$ cat config.mk
export PLATFORM = sky130hd
export DESIGN_NAME = nested_run_time_accounting_stack_unit
export DESIGN_NICKNAME = d
export VERILOG_FILES = /design/src/nrtas_pkg.sv /design/src/nrtas_ctrl.sv /design/src/nrtas_dpath.sv /design/src/nested_run_time_accounting_stack_unit.sv
export VERILOG_INCLUDE_DIRS = /design/src /design/src/src
export SDC_FILE = /design/constraint.sdc
export NUM_CORES = 2
export LEC_CHECK = 0
export CORE_ASPECT_RATIO = 1.1
export CORE_UTILIZATION = 62
export DETAILED_ROUTE_END_ITERATION = 6
export DONT_BUFFER_PORTS = 1
export PLACE_DENSITY = 0.78
export SLEW_MARGIN = 20
export SYNTH_ARGS = -nofsm -noshare
export SYNTH_HDL_FRONTEND = slang
export SYNTH_SLANG_ARGS = --single-unit
export TNS_END_PERCENT = 100
$ cat constraint.sdc
create_clock -name clk -period 7.45 [get_ports clk]
set_clock_uncertainty 0.05 [all_clocks]
set_input_delay 1.49 -clock clk [delete_from_list [all_inputs] [get_ports clk]]
set_output_delay 1.49 -clock clk [all_outputs]
set_load 0.02 [all_outputs]
$ cat src/nested_run_time_accounting_stack_unit_defines.svh
// Assertion macros shared by the run-time accounting stack files.
`ifndef NESTED_RUN_TIME_ACCOUNTING_STACK_UNIT_DEFINES_SVH
`define NESTED_RUN_TIME_ACCOUNTING_STACK_UNIT_DEFINES_SVH

// Same-cycle implication, sampled on clk and switched off during reset.
`define NRTAS_ASSERT_NOW(lbl, ante, cons, msg) \
	lbl: assert property (@(posedge clk) disable iff (!arst_n) (ante) |-> (cons)) \
		else $error(msg);

// Next-cycle implication, sampled on clk and switched off during reset.
`define NRTAS_ASSERT_NEXT(lbl, ante, cons, msg) \
	lbl: assert property (@(posedge clk) disable iff (!arst_n) (ante) |=> (cons)) \
		else $error(msg);

`endif

$ cat src/nrtas_pkg.sv
// Shared constants and types of the run-time accounting stack.
package nrtas_pkg;

	// Default deepest tracked nesting level.
	localparam int MAX_LEVEL_DEF = 8;

	// Event modes.
	localparam logic [2:0] MODE_TASK_RESTART = 3'd0;
	localparam logic [2:0] MODE_TASK_READ    = 3'd1;
	localparam logic [2:0] MODE_ENTER        = 3'd2;
	localparam logic [2:0] MODE_LEAVE        = 3'd3;
	localparam logic [2:0] MODE_SCHED_START  = 3'd4;
	localparam logic [2:0] MODE_SCHED_END    = 3'd5;

	// Commands from the controller to the datapath.
	typedef struct packed {
		logic load;	// capture the incoming word
		logic read;	// read the stack entry of the current level
		logic exec;	// update state and load the result registers
	} ctl_cmd_t;

endpackage

$ cat src/nrtas_ctrl.sv
// Controller state machine and output handshake of the run-time accounting stack.
module nrtas_ctrl (
	input  logic                clk,
	input  logic                arst_n,
	input  logic                in_valid,
	output logic                in_ready,
	output logic                out_valid,
	input  logic                out_ready,
	output nrtas_pkg::ctl_cmd_t cmd
);
	import nrtas_pkg::*;

	typedef enum logic [2:0] {
		ST_IDLE = 3'b001,
		ST_READ = 3'b010,
		ST_EXEC = 3'b100
	} state_t;

	state_t state_q;
	state_t state_d;
	logic   out_valid_q;
	logic   out_free;

	// The result register can take a new word once the old one is gone or leaving.
	assign out_free  = !out_valid_q || out_ready;
	assign in_ready  = (state_q == ST_IDLE);
	assign out_valid = out_valid_q;

	// Next state and commands.
	always_comb begin
		state_d  = state_q;
		cmd.load = 1'b0;
		cmd.read = 1'b0;
		cmd.exec = 1'b0;
		case (state_q)
			ST_IDLE: begin
				if (in_valid) begin
					cmd.load = 1'b1;
					state_d  = ST_READ;
				end
			end
			ST_READ: begin
				cmd.read = 1'b1;
				state_d  = ST_EXEC;
			end
			ST_EXEC: begin
				if (out_free) begin
					cmd.exec = 1'b1;
					state_d  = ST_IDLE;
				end
			end
			default: begin
				state_d = ST_IDLE;
			end
		endcase
	end

	// State register and result valid flag.
	always_ff @(posedge clk or negedge arst_n) begin
		if (!arst_n) begin
			state_q     <= ST_IDLE;
			out_valid_q <= 1'b0;
		end else begin
			state_q <= state_d;
			if (cmd.exec) begin
				out_valid_q <= 1'b1;
			end else if (out_ready) begin
				out_valid_q <= 1'b0;
			end
		end
	end

endmodule

$ cat src/nrtas_dpath.sv
// Datapath of the run-time accounting stack: level stack, counters and result registers.
module nrtas_dpath #(
	parameter int MAX_LEVEL = nrtas_pkg::MAX_LEVEL_DEF
) (
	input  logic                clk,
	input  logic                arst_n,
	input  nrtas_pkg::ctl_cmd_t cmd,
	input  logic [2:0]          mode,
	input  logic [31:0]         time_now,
	output logic [31:0]         popped_time,
	output logic [31:0]         task_time,
	output logic [31:0]         task_time_add,
	output logic [31:0]         sched_time_add,
	output logic [31:0]         overflow_events,
	output logic [31:0]         underflow_events,
	output logic [31:0]         misuse_events,
	output logic [63:0]         overflow_level_time,
	output logic [31:0]         overflow_level_runs,
	output logic [31:0]         nesting_level,
	output logic                fatal
);
	import nrtas_pkg::*;

	localparam int          DEPTH = MAX_LEVEL + 1;
	localparam int          LVL_W = $clog2(DEPTH);
	localparam logic [31:0] MAX_N = 32'(MAX_LEVEL);
	localparam logic [LVL_W-1:0] LVL_ZERO = '0;
	localparam logic [LVL_W-1:0] LVL_ONE  = LVL_W'(1);

	// Level stack.
	logic [31:0] stamp_q [DEPTH];
	logic [31:0] accum_q [DEPTH];

	// Scalar state.
	logic [31:0] nest_q;
	logic [31:0] ovf_q;
	logic [31:0] unf_q;
	logic [31:0] mis_q;
	logic [63:0] deep_q;
	logic [31:0] runs_q;
	logic        halted_q;

	// Captured word and values read from the stack.
	logic [2:0]  mode_s1;
	logic [31:0] time_s1;
	logic [31:0] elapsed_s2;
	logic [31:0] accum_s2;
	logic [31:0] accum0_s2;

	// Result time registers.
	logic [31:0] popped_q;
	logic [31:0] task_q;
	logic [31:0] tadd_q;
	logic [31:0] sadd_q;

	logic [LVL_W-1:0] idx;
	logic [31:0]      level_sum;

	// Next-state values and stack write controls.
	logic [31:0]      nest_d;
	logic [31:0]      ovf_d;
	logic [31:0]      unf_d;
	logic [31:0]      mis_d;
	logic [63:0]      deep_d;
	logic [31:0]      runs_d;
	logic             halt_d;
	logic             st_we;
	logic [LVL_W-1:0] st_wa;
	logic             acc_we;
	logic [LVL_W-1:0] acc_wa;
	logic [31:0]      acc_wd;
	logic             clr_we;
	logic [LVL_W-1:0] clr_wa;
	logic [31:0]      popped_d;
	logic [31:0]      task_d;
	logic [31:0]      tadd_d;
	logic [31:0]      sadd_d;

	// Stack index of the current level; levels beyond the stack never use it.
	assign idx       = (nest_q <= MAX_N) ? nest_q[LVL_W-1:0] : LVL_ZERO;
	assign level_sum = accum_s2 + elapsed_s2;

	// Capture the word, then read the current level's entry.
	always_ff @(posedge clk) begin
		if (cmd.load) begin
			mode_s1 <= mode;
			time_s1 <= time_now;
		end
		if (cmd.read) begin
			elapsed_s2 <= time_s1 - stamp_q[idx];
			accum_s2   <= accum_q[idx];
			accum0_s2  <= accum_q[0];
		end
	end

	// Event decode: work out the new state and the result times.
	always_comb begin
		nest_d   = nest_q;
		ovf_d    = ovf_q;
		unf_d    = unf_q;
		mis_d    = mis_q;
		deep_d   = deep_q;
		runs_d   = runs_q;
		halt_d   = halted_q;
		st_we    = 1'b0;
		st_wa    = idx;
		acc_we   = 1'b0;
		acc_wa   = idx;
		acc_wd   = level_sum;
		clr_we   = 1'b0;
		clr_wa   = idx + LVL_ONE;
		popped_d = '0;
		task_d   = '0;
		tadd_d   = '0;
		sadd_d   = '0;
		if (!halted_q) begin
			case (mode_s1)
				MODE_TASK_RESTART: begin
					if (nest_q != '0) begin
						mis_d = mis_q + 32'd1;
					end else begin
						st_we  = 1'b1;
						st_wa  = LVL_ZERO;
						acc_we = 1'b1;
						acc_wa = LVL_ZERO;
						acc_wd = '0;
					end
				end
				MODE_TASK_READ: begin
					if (nest_q != '0) begin
						mis_d = mis_q + 32'd1;
					end else begin
						task_d = level_sum;
					end
				end
				MODE_ENTER: begin
					if (nest_q < MAX_N) begin
						acc_we = 1'b1;
						st_we  = 1'b1;
						st_wa  = idx + LVL_ONE;
						clr_we = 1'b1;
					end else begin
						ovf_d = ovf_q + 32'd1;
					end
					nest_d = nest_q + 32'd1;
				end
				MODE_LEAVE: begin
					if (nest_q > MAX_N) begin
						nest_d = nest_q - 32'd1;
					end else if (nest_q == MAX_N) begin
						// Deepest tracked level: its time goes to the overflow total.
						deep_d = deep_q + {32'd0, level_sum};
						runs_d = runs_q + 32'd1;
						st_we  = 1'b1;
						st_wa  = idx - LVL_ONE;
						nest_d = nest_q - 32'd1;
					end else if (nest_q != '0) begin
						popped_d = level_sum;
						st_we    = 1'b1;
						st_wa    = idx - LVL_ONE;
						nest_d   = nest_q - 32'd1;
					end else begin
						unf_d = unf_q + 32'd1;
					end
				end
				MODE_SCHED_START: begin
					if (nest_q != '0) begin
						halt_d = 1'b1;
					end else begin
						acc_we = 1'b1;
						st_we  = 1'b1;
						st_wa  = LVL_ONE;
						clr_we = 1'b1;
						nest_d = 32'd1;
					end
				end
				MODE_SCHED_END: begin
					if (nest_q != 32'd1) begin
						halt_d = 1'b1;
					end else begin
						nest_d = '0;
						tadd_d = accum0_s2;
						sadd_d = level_sum;
						acc_we = 1'b1;
						acc_wa = LVL_ZERO;
						acc_wd = '0;
						st_we  = 1'b1;
						st_wa  = LVL_ZERO;
					end
				end
				default: begin
				end
			endcase
		end
	end

	// State update.
	always_ff @(posedge clk or negedge arst_n) begin
		if (!arst_n) begin
			for (int i = 0; i < DEPTH; i++) begin
				stamp_q[i] <= '0;
				accum_q[i] <= '0;
			end
			nest_q   <= '0;
			ovf_q    <= '0;
			unf_q    <= '0;
			mis_q    <= '0;
			deep_q   <= '0;
			runs_q   <= '0;
			halted_q <= 1'b0;
		end else if (cmd.exec) begin
			if (st_we) begin
				stamp_q[st_wa] <= time_s1;
			end
			if (acc_we) begin
				accum_q[acc_wa] <= acc_wd;
			end
			if (clr_we) begin
				accum_q[clr_wa] <= '0;
			end
			nest_q   <= nest_d;
			ovf_q    <= ovf_d;
			unf_q    <= unf_d;
			mis_q    <= mis_d;
			deep_q   <= deep_d;
			runs_q   <= runs_d;
			halted_q <= halt_d;
		end
	end

	// Result time registers.
	always_ff @(posedge clk) begin
		if (cmd.exec) begin
			popped_q <= popped_d;
			task_q   <= task_d;
			tadd_q   <= tadd_d;
			sadd_q   <= sadd_d;
		end
	end

	// State only changes when a result is loaded, so the counters drive the result directly.
	assign popped_time         = popped_q;
	assign task_time           = task_q;
	assign task_time_add       = tadd_q;
	assign sched_time_add      = sadd_q;
	assign overflow_events     = ovf_q;
	assign underflow_events    = unf_q;
	assign misuse_events       = mis_q;
	assign overflow_level_time = deep_q;
	assign overflow_level_runs = runs_q;
	assign nesting_level       = nest_q;
	assign fatal               = halted_q;

endmodule

$ cat src/nested_run_time_accounting_stack_unit.sv
// Nested run-time accounting stack: each input word (mode, time_now) gives one result
// word. A word goes through the controller's three-state sequence: it is captured, then
// the stack entry of the current nesting level is read and the elapsed time formed, then
// the stack and counters are updated and the result register is loaded. The result
// waits in its register, so the next word may be taken while it is still unclaimed; the
// update step waits until the result register is free. After a scheduler start or end
// at the wrong level, fatal rises and every later word is ignored until reset.
module nested_run_time_accounting_stack_unit #(
	parameter int MAX_LEVEL = nrtas_pkg::MAX_LEVEL_DEF
) (
	input  logic        clk,
	input  logic        arst_n,
	input  logic        in_valid,
	output logic        in_ready,
	input  logic [2:0]  mode,
	input  logic [31:0] time_now,
	output logic        out_valid,
	input  logic        out_ready,
	output logic [31:0] popped_time,
	output logic [31:0] task_time,
	output logic [31:0] task_time_add,
	output logic [31:0] sched_time_add,
	output logic [31:0] overflow_events,
	output logic [31:0] underflow_events,
	output logic [31:0] misuse_events,
	output logic [63:0] overflow_level_time,
	output logic [31:0] overflow_level_runs,
	output logic [31:0] nesting_level,
	output logic        fatal
);
	import nrtas_pkg::*;

	ctl_cmd_t cmd;

	// Sequencer and output handshake.
	nrtas_ctrl u_ctrl (
		.clk       (clk),
		.arst_n    (arst_n),
		.in_valid  (in_valid),
		.in_ready  (in_ready),
		.out_valid (out_valid),
		.out_ready (out_ready),
		.cmd       (cmd)
	);

	// Stack, counters and result registers.
	nrtas_dpath #(
		.MAX_LEVEL (MAX_LEVEL)
	) u_dpath (
		.clk                 (clk),
		.arst_n              (arst_n),
		.cmd                 (cmd),
		.mode                (mode),
		.time_now            (time_now),
		.popped_time         (popped_time),
		.task_time           (task_time),
		.task_time_add       (task_time_add),
		.sched_time_add      (sched_time_add),
		.overflow_events     (overflow_events),
		.underflow_events    (underflow_events),
		.misuse_events       (misuse_events),
		.overflow_level_time (overflow_level_time),
		.overflow_level_runs (overflow_level_runs),
		.nesting_level       (nesting_level),
		.fatal               (fatal)
	);

`include "nested_run_time_accounting_stack_unit_defines.svh"

	// A halted block stays halted until reset.
	`NRTAS_ASSERT_NEXT(a_fatal_sticky, fatal, fatal, "fatal dropped without reset")

	// The nesting level moves only in the update step.
	`NRTAS_ASSERT_NEXT(a_nest_only_on_exec, !cmd.exec, $stable(nesting_level), "nesting level moved outside update")

	// A halted block reports no time.
	`NRTAS_ASSERT_NOW(a_halted_no_time, out_valid && fatal, popped_time == 32'd0 && task_time == 32'd0 && task_time_add == 32'd0 && sched_time_add == 32'd0, "time reported while halted")

	// A word taken in is followed by the stack read step.
	`NRTAS_ASSERT_NEXT(a_accept_then_read, in_valid && in_ready, cmd.read && !in_ready, "accepted word not read next")

endmodule

======== Word-level counts from Yosys, hierarchy flattened ========
Index checks and enable logic that the tools add are counted.
word-level totals
  bits in registers ....................... 1,064
  input port bits ......................... 39
  output and inout port bits .............. 355
  logic and storage cells ................. 171
cells by class
  add/subtract/negate cells ............... 11
  magnitude comparators ................... 10
  equality and inequality tests ........... 15
  muxes and demuxes ....................... 64
  bitwise gates (word level) .............. 14
  reductions and logical operators ........ 21
operators with widths
  cell                                                                               count
  288-bit two-way mux                                                                3
  288-bit bitwise mux                                                                2
  32-bit two-way mux                                                                 15
  32-bit demux with 4-bit select                                                     3
  288-bit bitwise AND                                                                1
  288-bit NOT                                                                        1
  32-bit binary-select mux with 4-bit select                                         2
  32-bit by 1-bit adder with 32-bit output, second input constant                    5
  32-bit one-hot mux with 4 select lines                                             1
  64-bit by 32-bit adder with 64-bit output                                          1
  32-bit one-hot mux with 2 select lines                                             1
  4-bit two-way mux                                                                  10
  32-bit adder                                                                       1
  32-bit by 4-bit == test with 1-bit output, second input constant                   1
  32-bit by 4-bit > comparator with 1-bit output, second input constant              1
  32-bit by 4-bit less-or-equal comparator with 1-bit output, second input constant  1
  32-bit by 4-bit less-than comparator with 1-bit output, second input constant      1
  32-bit by 1-bit inequality test with 1-bit output, second input constant           1
  32-bit nonzero test                                                                1
  32-bit by 1-bit subtractor with 32-bit output, second input constant               1
  32-bit subtractor                                                                  1
  5-bit greater-or-equal comparator, second input constant                           4
  4-bit NOT with 5-bit output                                                        4
  4-bit one-hot mux with 5 select lines                                              1
  other kinds (30)                                                                   72

======== Depth between registers and ports, before layout ========
  word-level depth ........................ 15
  gate-level depth with buffers ........... 27

======== Modules after synthesis ========
A second synthesis with hierarchy kept.
second synthesis, totals
  cells, all modules ...................... 4,675
  area total of the unflattened synthesis .. 49,767.7 um2
modules (own cells, without submodules)
  module       instances  cells an instance  area each (um2)  sequential area each (um2)
  nrtas_dpath  1          4,656              49,546.3         27,821.7
  nrtas_ctrl   1          19                 221.5            101.3

======== Worst setup path after synthesis ========
Ideal clock, no wire load.
  path type ............................... input to register
  start point ............................. input out_ready
  end point ............................... register u_dpath.mis_q[31], in the netlist u_dpath.misuse_events[31]
  library setup time ...................... 0.079 ns
  arrival time ............................ 6.817 ns
  slack ................................... 0.504 ns
  stages on the path ...................... 10
  buffers on the path ..................... 0
  cells stage by stage .................... nand2b_1 nand2_1 inv_1 nand2_1 nor4_1 nand3_1 nor4_1 nand2_1 nor3_1 xor2_1
RTL lines
  item                  line                                         source
  from (decl)           nested_run_time_accounting_stack_unit.sv:18  input logic out_ready,
  to (signal assigned)  nrtas_dpath.sv:224                           mis_q <= mis_d;
  to (decl)             nrtas_dpath.sv:38                            logic [31:0] mis_q;

======== Worst setup path after layout ========
  start point ............................. register u_dpath.nest_q[19], in the netlist u_dpath.nesting_level[19]
  end point ............................... register u_dpath.elapsed_s2[31], data pin
between the ends
  longest elaborated chain between the ends .. 7
RTL lines
  item                                                        line                source
  from (decl)                                                 nrtas_dpath.sv:35   logic [31:0] nest_q;
  from (signal assigned)                                      nrtas_dpath.sv:221  nest_q <= nest_d;
  32-bit by 4-bit less-or-equal comparator with 1-bit output  nrtas_dpath.sv:80   assign idx = (nest_q <= MAX_N) ? nest_q[LVL_W-1:0] : LVL_ZERO;
  4-bit two-way mux                                           nrtas_dpath.sv:80
  4-bit NOT with 5-bit output (not written as such)           nrtas_dpath.sv:90   elapsed_s2 <= time_s1 - stamp_q[idx];
  32-bit binary-select mux with 4-bit select                  nrtas_dpath.sv:90
  32-bit two-way mux (not written as such) (2 in a row)       nrtas_dpath.sv:90
  32-bit subtractor                                           nrtas_dpath.sv:90
  to (signal assigned)                                        nrtas_dpath.sv:90
  to (decl)                                                   nrtas_dpath.sv:46   logic [31:0] elapsed_s2;
No other way between the ends. The select of a mux whose other input is x is not followed.
A chain may end at the register's enable or synchronous reset.

==> flow_metrics.tcl <==
set metrics [dict create \
    status "finished with violations" \
    failed_checks "slew limit" \
    peakVddDrop_v 0.000292 \
    max_stage_delay_ns 0.67 \
    setup_ws_ns 0.624 \
    drive_above_1_share_pct 12.3 \
    cts_resized 0 \
    drtIter0Drc 3688 \
    fill_cells 5774 \
    fmax_ghz 0.146 \
    multiInputGateArea_mm2 0.0206 \
    crit_fanout 46 \
    path_common_cell "a31oi_1" \
    setup_viol 0 \
    crit_chain "or4_1 -> nor2_1 -> nand3_1 -> nor3_2 -> nand2_2 -> buf_4 -> o221ai_1 -> a31oi_1 -> nor2_1 -> nor2_1 -> a31oi_1 -> ha_1 -> a21oi_1 -> nand2_1 -> o21ai_0 -> o21ai_0 -> a31oi_1 -> o221ai_1 -> nand3b_1 -> a31oi_1 -> o21ai_0 -> xnor2_1" \
    grt_start_max_net_pins 806 \
    area_growth_syn_to_layout_pct 9.46 \
    synthTopCellsByArea "dfrtp_1 (40%), edfxtp_1 (16%), mux2_2 (5.8%)" \
    fin_total_pwr_mw 13.8 \
    fin_nets 4699 \
    clock_latency_ns 0.69 \
    synth-main-ff-cell "dfrtp_1" \
    path_class "flop to flop" \
    tightest_slew_ns 4.23 \
    ys_types 83 \
    synthArstFlopShare_pct 75.7 \
    maxCapViolCount 0 \
    required_ns 7.83 \
    vias 37100 \
    syn_inst 4612 \
    die_h_um 299 \
    clockRootBuffer "clkbuf_16" \
    wirelength_mm 139 \
    grt_usage_pct 34.0 \
    postCtsHoldBufs 0 \
    h-tree-depth 3 \
    ff_latch_area_mm2 0.0279 \
    rows 108 \
    cp-start-kind "flop" \
    yosysMostFrequentCell "dfrtp_1" \
    gp_congestion 0.948 \
    core-area_mm2 0.0792 \
    antenna_found_initial 5 \
    cts.reportedPaths.clkPinSlew_ns 0.06 \
    pin_count 394 \
    rrSetupSlack_ns 0.62 \
    synth_edf_count 259 \
    syn_area_per_cell_um2 10.8 \
    yosysTopAreaCellShare_pct 40.5 \
    port_buffers 0 \
    routedWlPerCell_um 24.4 \
    cpMaxStageDelayCell "or4_1" \
    end_kind "flop" \
    leakage_nw 24.1 \
    vias_per_cell 6.52 \
    rsz0062_at_grt "false" \
    clk_path_buf_depth 3 \
    drt_pass1_iterations 7 \
    first_global_vias 36400 \
    postCtsSetupRepairBufs 0 \
    period_share_pct 91.6 \
    slew_viol_final 659 \
    dp_hpwl_mm 88.6 \
    whs_ns 0.413 \
    clkSinkCount 1064 \
    pre_cts_slack_ns 0.749 \
    timing.final.hold_violations 0 \
    ys_seq_area_share_pct 56.2 \
    cts_tree "done" \
    layout_min_cycle_time_ns 6.83 \
    yosys-top-cells-count "dfrtp_1 (804), nand2_1 (602), o21ai_0 (471)" \
    start_util_pct 62.8 \
    synth_top_cell_by_area "dfrtp_1" \
    syn_area_mm2 0.0497 \
    ys_seq_elements 1064 \
    relSlewSlack_pct -182 \
    cp_data_arrival_time_ns 7.20 \
    drc_errors 0 \
    hold_path_class "flop to flop" \
    antenna_left 0 \
    setup_tns_ns 0 \
    gr-total-overflow 0 \
    dieWidth_um 272 \
    grt_pass1_wl_mm 214 \
    die_area_mm2 0.0813 \
    cts_buffers 107 \
    synth_nets 4761 \
    powerDensity_mw_per_mm2 253 \
    yosysWarnings 0 \
]
[worst max-delay path: cells and delay by family (launching register included)]
kind | cells | cell delay, ns
simple gates | 9 | 2.67
compound gates | 10 | 2.39
flops | 1 | 0.58
buf+inv | 1 | 0.43
fa+ha+maj | 1 | 0.30
xor+xnor | 1 | 0.15
[placed cells by master, fill, tap and decap left out, types with 17 or more instances in the layout]
cell / Yosys / layout
a21o_1: 32 / 32
a21oi_1: 189 / 188
a221o_1: 32 / 32
a221oi_1: 37 / 37
a31oi_1: 84 / 83
and2_1: 80 / 78
and3_1: 53 / 53
buf_4: 14 / 86
clkbuf_1: 208 / 28
clkbuf_16: 0 / 111
clkinv_2: 0 / 23
dfrtp_1: 804 / 804
edfxtp_1: 259 / 259
ha_1: 107 / 107
inv_1: 95 / 93
mux2_1: 34 / 34
mux2_2: 258 / 258
mux2i_1: 65 / 65
nand2_1: 602 / 600
nand2b_1: 26 / 26
nand3_1: 145 / 141
nand4_1: 47 / 47
nor2_1: 306 / 295
nor3_1: 67 / 61
nor4_1: 21 / 19
o21ai_0: 471 / 471
o21bai_1: 20 / 20
o221ai_1: 65 / 65
o31ai_1: 24 / 23
or3_1: 17 / 17
xnor2_1: 160 / 160
xor2_1: 85 / 85
[state kept, by name, summed over array words and instances (netlist names)]
| register | cells |
|---|---|
| u_dpath.sched_time_add | 32 |
| u_dpath.accum_q | 288 |
| u_dpath.nesting_level | 32 |
| u_dpath.time_s1 | 32 |
| u_dpath.fatal | 1 |
| u_ctrl.out_valid | 1 |
| u_dpath.accum0_s2 | 32 |
| u_dpath.elapsed_s2 | 32 |
| u_dpath.accum_s2 | 32 |
| u_dpath.popped_time | 32 |
| u_dpath.task_time_add | 32 |
| u_dpath.mode_s1 | 3 |
| u_dpath.stamp_q | 288 |
| u_dpath.overflow_events | 32 |
| u_dpath.overflow_level_time | 64 |
| u_dpath.underflow_events | 32 |
| u_dpath.task_time | 32 |
| u_ctrl.state_q | 3 |
| u_dpath.misuse_events | 32 |
| u_dpath.overflow_level_runs | 32 |
[worst paths after layout]
kind                                           start                         endpoint  depth (start not counted)
setup / recovery           u_dpath.nesting_level[19]           u_dpath.elapsed_s2[31]                         22
setup reg to reg           u_dpath.nesting_level[19]           u_dpath.elapsed_s2[31]                         22
hold reg to reg                 u_dpath.accum_q[276]            u_dpath.accum0_s2[20]                          0
min in group asynchronous                     arst_n        u_dpath.misuse_events[13]                          0
max in group asynchronous                     arst_n  u_dpath.overflow_level_time[49]                          0
hold / removal                  u_dpath.accum_q[276]            u_dpath.accum0_s2[20]                          0
[through the flow]
stage | instances | instance area, um2 | util (%)
2_1_floorplan | 4612 | 49700 | -
6_report | 5693 | 54400 | 68.7
3_5_place_dp | 5486 | 50800 | 64.2
5_1_grt | 5693 | 54400 | 68.7
3_3_place_gp | 5486 | 50800 | 64.2
4_1_cts | 5690 | 54400 | 68.7
[kinds of logic after synthesis]
logic type,count (synthesis),share of synthesized area [%]
buffers and inverters,354,2.83
multiplexers,357,7.92
flip-flops,1064,56.2
AO/OA/AOI/OAI,1051,12.8
adder cells (fa/ha/maj),110,2.81
AND/OR/NAND/NOR,1431,13.1
XOR/XNOR,245,4.32
[layout make-up]
cell class,instances,share of cell area (%)
diodes,3,0.0138
clock buffers,153,5.65
repair buffers,86,1.19
inverters,97,0.678
clock inverters,51,0.936
well taps,1045,2.40
multi-input cells,3194,37.8
flip-flops and latches,1064,51.3
[report_power, final]
part | total [mW] | switching (mW) | internal, mW | leakage [nW]
logic | 1.92 | 1.36 | 0.557 | 8.55
registers | 6.38 | 0.202 | 6.18 | 13.8
clock network | 5.46 | 2.30 | 3.15 | 1.76
total | 13.8 | 3.87 | 9.89 | 24.1
[layer usage]
| layer | global-route usage, % | routed length [um] | up-vias |
|---|---|---|---|
| li1 | - | - | 16400 |
| met1 | 45.5 | 54600 | 18400 |
| met2 | 54.6 | 65700 | 1870 |
| met3 | 4.89 | 11300 | 406 |
| met4 | 17.0 | 7200 | 4 |
| met5 | 0 | 30 | - |
Note: power is estimated with default switching activity, not from simulation.
